File: src/assert_macros.svh
// Assertion macros shared by the histogram accumulator RTL.
// No dependencies.
`ifndef ASSERT_MACROS_SVH
`define ASSERT_MACROS_SVH
// Check that an implication holds at every clock edge outside reset.
`define HA_ASSERT(label, clk, rst_n, prop, msg) \
	label: assert property (@(posedge clk) disable iff (!rst_n) prop) else $error(msg);
// Check that a property holds at every clock edge, reset included.
`define HA_ASSERT_ALWAYS(label, clk, prop, msg) \
	label: assert property (@(posedge clk) prop) else $error(msg);
`endif

File: src/hacc_pkg.sv
// Package for the histogram accumulator: types, codes and constants.
// No dependencies.
`default_nettype none
package hacc_pkg;
	localparam int NUM_BINS_DEF = 4096;
	localparam int CNT_W = 32;
	localparam int IDX_W = 12;

	localparam logic [1:0] CFG_MIN = 2'd0;
	localparam logic [1:0] CFG_MAX = 2'd1;
	localparam logic [1:0] CFG_TYPE = 2'd2;

	localparam logic [3:0] ST_F32 = 4'd8;
	localparam logic [3:0] ST_F64 = 4'd9;

	localparam logic FUNC_ADD = 1'b0;
	localparam logic FUNC_READ = 1'b1;

	typedef enum logic [2:0] {
		S_CLEAR, S_IDLE, S_DECODE, S_READ, S_WRITE, S_OUT
	} state_t;

	// Controller to datapath commands.
	typedef struct packed {
		logic clr_we;
		logic load_in;
		logic cap_dec;
		logic mem_rd;
		logic upd;
		logic out_load;
	} cmd_t;

	// Datapath to controller status.
	typedef struct packed {
		logic clr_done;
		logic is_read;
		logic ok;
	} sts_t;
endpackage
`default_nettype wire

File: src/hacc_ctrl.sv
// Controller of the histogram accumulator: clear sweep and item sequencing.
// Depends on hacc_pkg and assert_macros.svh.
`default_nettype none
`include "assert_macros.svh"
module hacc_ctrl import hacc_pkg::*; (
	input  wire logic clk,
	input  wire logic arst_n,
	input  wire logic in_valid,
	output logic in_stall,
	output logic out_valid,
	input  wire logic out_stall,
	input  wire sts_t sts,
	output cmd_t cmd
);
	state_t state_q, state_d;
	logic ov_q;

	always_ff @(posedge clk or negedge arst_n) begin
		if (!arst_n) state_q <= S_CLEAR;
		else state_q <= state_d;
	end

	// Output valid flag.
	always_ff @(posedge clk or negedge arst_n) begin
		if (!arst_n) ov_q <= 1'b0;
		else if (cmd.out_load) ov_q <= 1'b1;
		else if (!out_stall) ov_q <= 1'b0;
	end
	assign out_valid = ov_q;

	// Next state and commands.
	always_comb begin
		state_d = state_q;
		cmd = '0;
		in_stall = 1'b1;
		unique case (state_q)
			S_CLEAR: begin
				cmd.clr_we = !sts.clr_done;
				if (sts.clr_done) state_d = S_IDLE;
			end
			S_IDLE: begin
				in_stall = 1'b0;
				cmd.load_in = in_valid;
				if (in_valid) state_d = S_DECODE;
			end
			S_DECODE: begin
				cmd.cap_dec = 1'b1;
				state_d = S_READ;
			end
			S_READ: begin
				cmd.mem_rd = 1'b1;
				state_d = S_WRITE;
			end
			S_WRITE: begin
				// cnt_q takes the incremented value here
				state_d = S_OUT;
			end
			S_OUT: begin
				if (!ov_q || !out_stall) begin
					cmd.out_load = 1'b1;
					cmd.upd = sts.ok && !sts.is_read;
					state_d = S_IDLE;
				end
			end
			default: state_d = S_CLEAR;
		endcase
	end

	`HA_ASSERT_ALWAYS(a_no_accept_clear, clk, (state_q == S_CLEAR) |-> in_stall, "accept during clear")
	`HA_ASSERT(a_out_hold, clk, arst_n, (out_valid && out_stall) |=> out_valid, "result lost")
endmodule
`default_nettype wire

File: config.mk
export PLATFORM = sky130hd
export DESIGN_NAME = hacc_ctrl
export DESIGN_NICKNAME = d
export VERILOG_FILES = /design/src/hacc_pkg.sv /design/src/hacc_ctrl.sv
export VERILOG_INCLUDE_DIRS = /design/src /design/src/src
export SDC_FILE = /design/constraint.sdc
export NUM_CORES = 1
export LEC_CHECK = 0
export BUFFER_PORTS_ARGS = -buffer_cell sky130_fd_sc_hd__buf_2
export CAP_MARGIN = 15
export CELL_PAD_IN_SITES_DETAIL_PLACEMENT = 1
export CELL_PAD_IN_SITES_GLOBAL_PLACEMENT = 2
export CORE_AREA = 5 5 42 44
export CTS_CLUSTER_SIZE = 14
export DETAILED_ROUTE_END_ITERATION = 7
export DIE_AREA = 0 0 47 49
export PLACE_DENSITY_LB_ADDON = 0.1
export SLEW_MARGIN = 20
export SYNTH_ARGS = -nofsm -noshare
export SYNTH_HDL_FRONTEND = slang
export SYNTH_SLANG_ARGS = --single-unit
File: constraint.sdc
create_clock -name clk -period 1.05 [get_ports clk]
set_input_delay 0.105 -clock clk [delete_from_list [all_inputs] [get_ports clk]]
set_output_delay 0.105 -clock clk [all_outputs]
set_load 0.05 [all_outputs]
==> summary.md, run 1 <==
| Metric | Value |
|---|---|
| Run status | complete, but fails checks |
| Failing checks | negative setup slack |
| DRT antenna net count | 0 |
| Leak | 0.2646 nW |
| Post-Route M1 WL | 288 um |
| Fin. max-slew vios | 0 |
| Highest metal used | met3 |
| TritonCTS clock tree | built |
| # DRC | 0 |
| Synthesized cell area | 236.5 sq um |
| Hold_ws | 0.1401 ns |
| Vias | 289 |
| Pin count of the biggest net entering global routing | 8 |
| Vias in the first global route | 318 |
| Slew @ Worst Pin | 0.2195 ns |
| CP max FO | 3 |
| Min-delay worst type | input pin to flop |
| CORE AREA | between 0.001 and 0.0015 sq mm |
| Pre-antenna DRT Iters | 3 |
| DR vias/cell | 4.188 |
| H-tree levels | 1 |
| CTS Buf Count | 3 |
| Crit path capture type | output port |
| Clock Sink Count | 4 |
| Total GRT Usage | between 8 and 9% |
| GR Overflow Total | 0 |
| Required time of the worst setup path | between 0.9 and 1 ns |
| Max capacitance violation total | 0 |
| Max Buffers Root-to-Sink | 2 |
| Routed len/inst | 12.03 um |
| Most frequent cells in the layout | buf_6, buf_2 |
| Met3 WL post-DR | 64 um |
| Yosys cell types | 15 |
| Post-route setup slack | -0.3605 ns |
| Hold path depth | 2 |
| Seq/Total Area, Yosys | about 42% |
| Final Hold Fails | 0 |
| Worst skew pair latency | between 0.2 and 0.25 ns |
| Routed wire length | 830 um |
| Worst Path Class, Setup | flop to output port |
| CTS root buffer | clkbuf_4 |
| Die span in x | 47 um |
| Overall power | between 1.5 and 2 mW |
| Commonest non-fill, non-tap cell in the layout | buf_6 |
| Avg Cell Area, Syn | 8.758 sq um |
| Worst Clk Skew | around 0.0053 ns |
| Placed cells | 61 |
| Routed wl met2 | 477 um |
| Initial antenna violation count | 0 |
| I/O pin count | 15 |
| Reg2Reg Depth | 5 |
| Final GP Congestion | 0.7019 |
| Syn nets | 34 |
| 1st-iter DRT viols | 1 |
| Post-Synthesis Cells | 27 |
| PortBufs | 14 |
| Dpl cell area | ~380 sq um |
| Final Setup Violations | 8 |
| Min Tclk post-route | about 1.4 ns |
| Reg clk slew, reported paths | 0.04 ns |
| # rows | 14 |
| Final non-filler cell total | 69 |
| Critical path arrival | 1.31 ns |
| Worst vdd ir | 1165 uV |
| Die area | ~0.0023 sq mm |
| Setup crit start kind | flop |
| First-pass GRT wire length | 1414 um |
| Total Neg Setup Slack | -1.983 ns |
| Yosys reg bits | 4 |
| Layout cells sized above 1 | 67.92% |
| Die height | around 50 um |
| Reg2reg setup slack | -0.04 ns |
| Area growth, synth to finish | 133.9% |
| Relative slew slack | around 85% |
| Layout Nets | 61 |
| Tcrit/Tclk final | 134.3% |
| FMAX | 709.0 MHz |
| RSZ-0062 raised after global routing | true |
| Power per standard cell area | 3507 mW/mm^2 |
| Synthesis Warnings | 0 |
| Starting Density | between 15 and 20% |
| Diodes inserted | 0 |
| Design Area, Final | ~550 sq um |
==> cells in the mapped netlist <==
| library cell | number | area [sq um] |
|---|---|---|
| or2_2 | 1 | 6.260 |
| nand2_1 | 3 | 11.26 |
| nand3b_1 | 2 | 15.01 |
| or2_1 | 1 | 6.260 |
| nor3_1 | 1 | 5.000 |
| nand2b_1 | 3 | 18.77 |
| nor2_1 | 3 | 11.26 |
| a21boi_0 | 1 | 7.510 |
| dfrtp_1 | 4 | 100.1 |
| a21oi_1 | 2 | 10.01 |
| nor3b_1 | 1 | 7.510 |
| o221ai_1 | 1 | 8.760 |
| o22ai_1 | 1 | 6.260 |
| nor4b_2 | 1 | 15.01 |
| inv_1 | 2 | 7.510 |
==> worst paths after layout <==
check                             endpoint        from
worst max-delay path                cmd[1]  state_q[1]
worst min-delay path            state_q[0]    in_valid
worst max register to register  state_q[1]  state_q[0]
worst min register to register   out_valid   out_valid
max in group asynchronous        out_valid      arst_n
min in group asynchronous       state_q[0]      arst_n
==> state kept, by name, summed over array words and instances (netlist names) <==
signal,cells
state_q,3
out_valid,1
==> logic make-up after synthesis <==
group / share of synthesized area (%)
AND/OR/NAND/NOR: 40.74
AO/OA/AOI/OAI: 13.76
flip-flops: 42.33
buffers and inverters: 3.176
==> routing by layer <==
metal,vias to the layer above,track usage (%)
met2,9,15.16
li1,145,-
met5,-,0
met1,135,8.444
met4,0,4.147
met3,0,2.583
==> final cells by class <==
cell class / count / area, sq um
Tap cell: 16 / 20.02
Clock buffer: 4 / 26.28
Timing Repair Buffer: 22 / 209.0
Inverter: 2 / 7.507
Sequential cell: 4 / 101.3
Multi-Input combinational cell: 21 / 188.9
Fill cell: 164 / 848.3
==> critical path, cell delays in order (launching register included) <==
cell      delay, ns
dfrtp_1        0.37
nand3b_1       0.25
nor4b_4        0.26
buf_6          0.19
==> report_power, final <==
group          switching, mW  total [mW]  internal (mW)
combinational          0.788        1.44          0.656
clock                 0.0663       0.209          0.143
sequential            0.0592       0.286          0.227
total                  0.913        1.94           1.03
==> timing repair <==
action                                 CTS  global route
pin swaps                                5             1
setup endpoints to repair                8            10
resized for setup                       28             3
hold buffers                             1             0
setup buffers                            3             0
endpoints found under the hold margin    4             0
==> through the flow <==
step | util [%] | setup slack, ns
floorplan | - | -0.3730
global placement | 27.32 | -0.1928
detailed placement | 27.32 | -0.2137
CTS | 38.48 | -0.3853
global route | 39.46 | -0.4537
finish | 39.46 | -0.3605
(Power assumes the default switching activity.)
==> run 2: changes to the inputs <==
--- a/config.mk
+++ b/config.mk
@@ -8,8 +8,8 @@
 export LEC_CHECK = 0
 export BUFFER_PORTS_ARGS = -buffer_cell sky130_fd_sc_hd__buf_2
 export CAP_MARGIN = 15
-export CELL_PAD_IN_SITES_DETAIL_PLACEMENT = 1
-export CELL_PAD_IN_SITES_GLOBAL_PLACEMENT = 2
+export CELL_PAD_IN_SITES_DETAIL_PLACEMENT = 0
+export CELL_PAD_IN_SITES_GLOBAL_PLACEMENT = 1
 export CORE_AREA = 5 5 42 44
 export CTS_CLUSTER_SIZE = 14
 export DETAILED_ROUTE_END_ITERATION = 7
==> run 2 against run 1 <==
Effect of this change:
- the flow still finishes with violations (negative setup slack)
- clock power barely moved
- sequential share of layout area grew 1.5 points
- combinational power shrank 10%
- via count fell by 0.35%
- core utilization down 2.9 points
- non-clock buffer count unchanged
- sequential power about the same
- cell area fell by 7.5%
- first-iteration DRC count stayed put
- setup slack got worse by 0.016 ns
- cell count is the same
- wire length decreased by 19%
==> summary.md, run 2 (synthesis results as in run 1) <==
| Metric | Value |
|---|---|
| Fin. max-slew vios | 0 (unchanged) |
| Most frequent cells in the layout | buf_6, buf_2, buf_4 (was buf_6, buf_2) |
| Critical path arrival | 1.32 ns (was 1.31 ns) |
| Min-delay worst type | input pin to flop (unchanged) |
| Dpl ws | -0.2100 ns (was -0.2137 ns) |
| Worst Clk Skew | 0.007583 ns (was 0.005326 ns) |
| Reg clk slew, reported paths | 0.04 ns (about the same) |
| First-pass GRT wire length | 1035 um (was 1414 um) |
| FMAX | 700.9 MHz (was 709.0 MHz) |
| Dpl cell area | 382.9 sq um (unchanged) |
| Die area | 0.002303 sq mm (unchanged) |
| Pre-antenna DRT Iters | 2 (was 3) |
| Power per standard cell area | 3484 mW/mm^2 (was 3507 mW/mm^2) |
| Routed wire length | 671 um (was 830 um) |
| Final core utilization | 36.52% (was 39.46%) |
| Design Area, Final | 511.7 sq um (was 553.0 sq um) |
| Diodes inserted | 0 (unchanged) |
| Area growth, synth to finish | 116.4% (was 133.9%) |
| Final Hold Fails | 0 (unchanged) |
| Leak | 0.2448 nW (was 0.2646 nW) |
| CORE AREA | 0.001401 sq mm (unchanged) |
| CTS Buf Count | 3 (unchanged) |
| Tcrit/Tclk final | 135.9% (was 134.3%) |
| Worst skew pair latency | 0.24 ns (was 0.23 ns) |
| Hpwl dp | 552.3 um |
| TritonCTS clock tree | built (unchanged) |
| Pin count of the biggest net entering global routing | 8 (unchanged) |
| Starting Density | 16.88% (unchanged) |
| Die span in x | 47 um (unchanged) |
| 1st-iter DRT viols | 1 (unchanged) |
| CTS root buffer | clkbuf_4 (unchanged) |
| Clock Sink Count | 4 (unchanged) |
| DR vias/cell | 4.174 (was 4.188) |
| # DRC | 0 (unchanged) |
| Commonest non-fill, non-tap cell in the layout | buf_6 (unchanged) |
| Initial antenna violation count | 0 (unchanged) |
| Largest register FFs | 3 (unchanged) |
| Die height | 49 um (unchanged) |
| Final GP Congestion | 0.6574 (was 0.7019) |
| Worst vdd ir | 1112 uV (was 1165 uV) |
| Max Buffers Root-to-Sink | 2 (unchanged) |
| PortBufs | 14 (unchanged) |
| Total GRT Usage | 6.294% (was 8.551%) |
| Required time of the worst setup path | 0.94 ns (about the same) |
| Layout Nets | 61 (unchanged) |
| # rows | 14 (unchanged) |
| Vias in the first global route | 269 (was 318) |
| Final non-filler cell total | 69 (unchanged) |
| Setup crit start kind | flop (unchanged) |
| Vias | 288 (was 289) |
| Failing checks | negative setup slack (unchanged) |
| Worst Path Class, Setup | flop to output port (unchanged) |
| Crit path capture type | output port (unchanged) |
| Largest register by flop count | state_q (unchanged) |
| Run status | complete, but fails checks (unchanged) |
| Placed cells | 61 (unchanged) |
| Post-route setup slack | -0.3768 ns (was -0.3605 ns) |
| Final Setup Violations | 7 (was 8) |
| RSZ-0062 raised after global routing | true (unchanged) |
| Overall power | 1.783 mW (was 1.939 mW) |
| CP max FO | 3 (unchanged) |
| H-tree levels | 1 (unchanged) |
| GR Overflow Total | 0 (unchanged) |
| Fill count | 153 (was 164) |
| Max capacitance violation total | 0 (unchanged) |
| Min Tclk post-route | 1.427 ns (was 1.411 ns) |
| Relative slew slack | 85.66% (was 85.32%) |
| Slew @ Worst Pin | 0.2145 ns (was 0.2195 ns) |
| Routed len/inst | 9.725 um (was 12.03 um) |
| Layout cells sized above 1 | 64.15% (was 67.92%) |
| DRT antenna net count | 0 (unchanged) |
| I/O pin count | 15 (unchanged) |
-- run 2: path summary, 6_finish.rpt --
check | start | end | slack, ns | cells after the start
worst max-delay path | state_q[1] | cmd[1] | -0.38 | 3
worst min-delay path | out_stall | out_valid | 0.14 | 3
worst max register to register | state_q[2] | state_q[0] | 0.03 | 3
worst min register to register | out_valid | out_valid | 0.50 | 2
max in group asynchronous | arst_n | out_valid | 0.72 | 2
min in group asynchronous | arst_n | out_valid | 0.20 | 2
-- run 2: per-stage QoR --
stage          hold WS, ns  setup TNS [ns]
2_1_floorplan      -0.1906          -1.776
3_3_place_gp      -0.08803         -0.6968
3_5_place_dp      -0.08656         -0.7261
4_1_cts             0.1233          -2.059
5_1_grt             0.1486          -2.376
6_report            0.1387          -1.892
-- run 2: layout make-up --
| type | instances | area (sq um) | area share, % |
|---|---|---|---|
| tap | 16 | 20.02 | 3.912 |
| inverter | 2 | 7.507 | 1.467 |
| timing repair buffer | 22 | 186.4 | 36.43 |
| multi-input combinational | 21 | 170.2 | 33.25 |
| clock buffer | 4 | 26.28 | 5.134 |
| sequential | 4 | 101.3 | 19.80 |
-- run 2: critical path, stage by stage, from the launching register on --
cell and delay, ns:
dfrtp_1 0.38, nand3b_1 0.25, nor4b_4 0.26, buf_6 0.19
-- run 2: repair_timing --
item | CTS | global route
hold endpoints to repair | 4 | 0
endpoints found under the setup margin | 8 | 8
setup buffers | 3 | 0
pin swaps | 3 | 0
hold buffers | 1 | 0
resized for setup | 18 | 3
-- run 2: where the power goes --
group	internal [mW]	total, mW	switching (mW)
sequential	0.227	0.288	0.0615
clock	0.143	0.208	0.0653
combinational	0.569	1.29	0.717
total	0.939	1.78	0.844
-- run 2: routing by layer --
metal	GRT usage [%]	part of all wire, %
met5	0	0
met4	5.530	0
met3	1.107	9.8
met2	9.050	49
met1	7.572	41
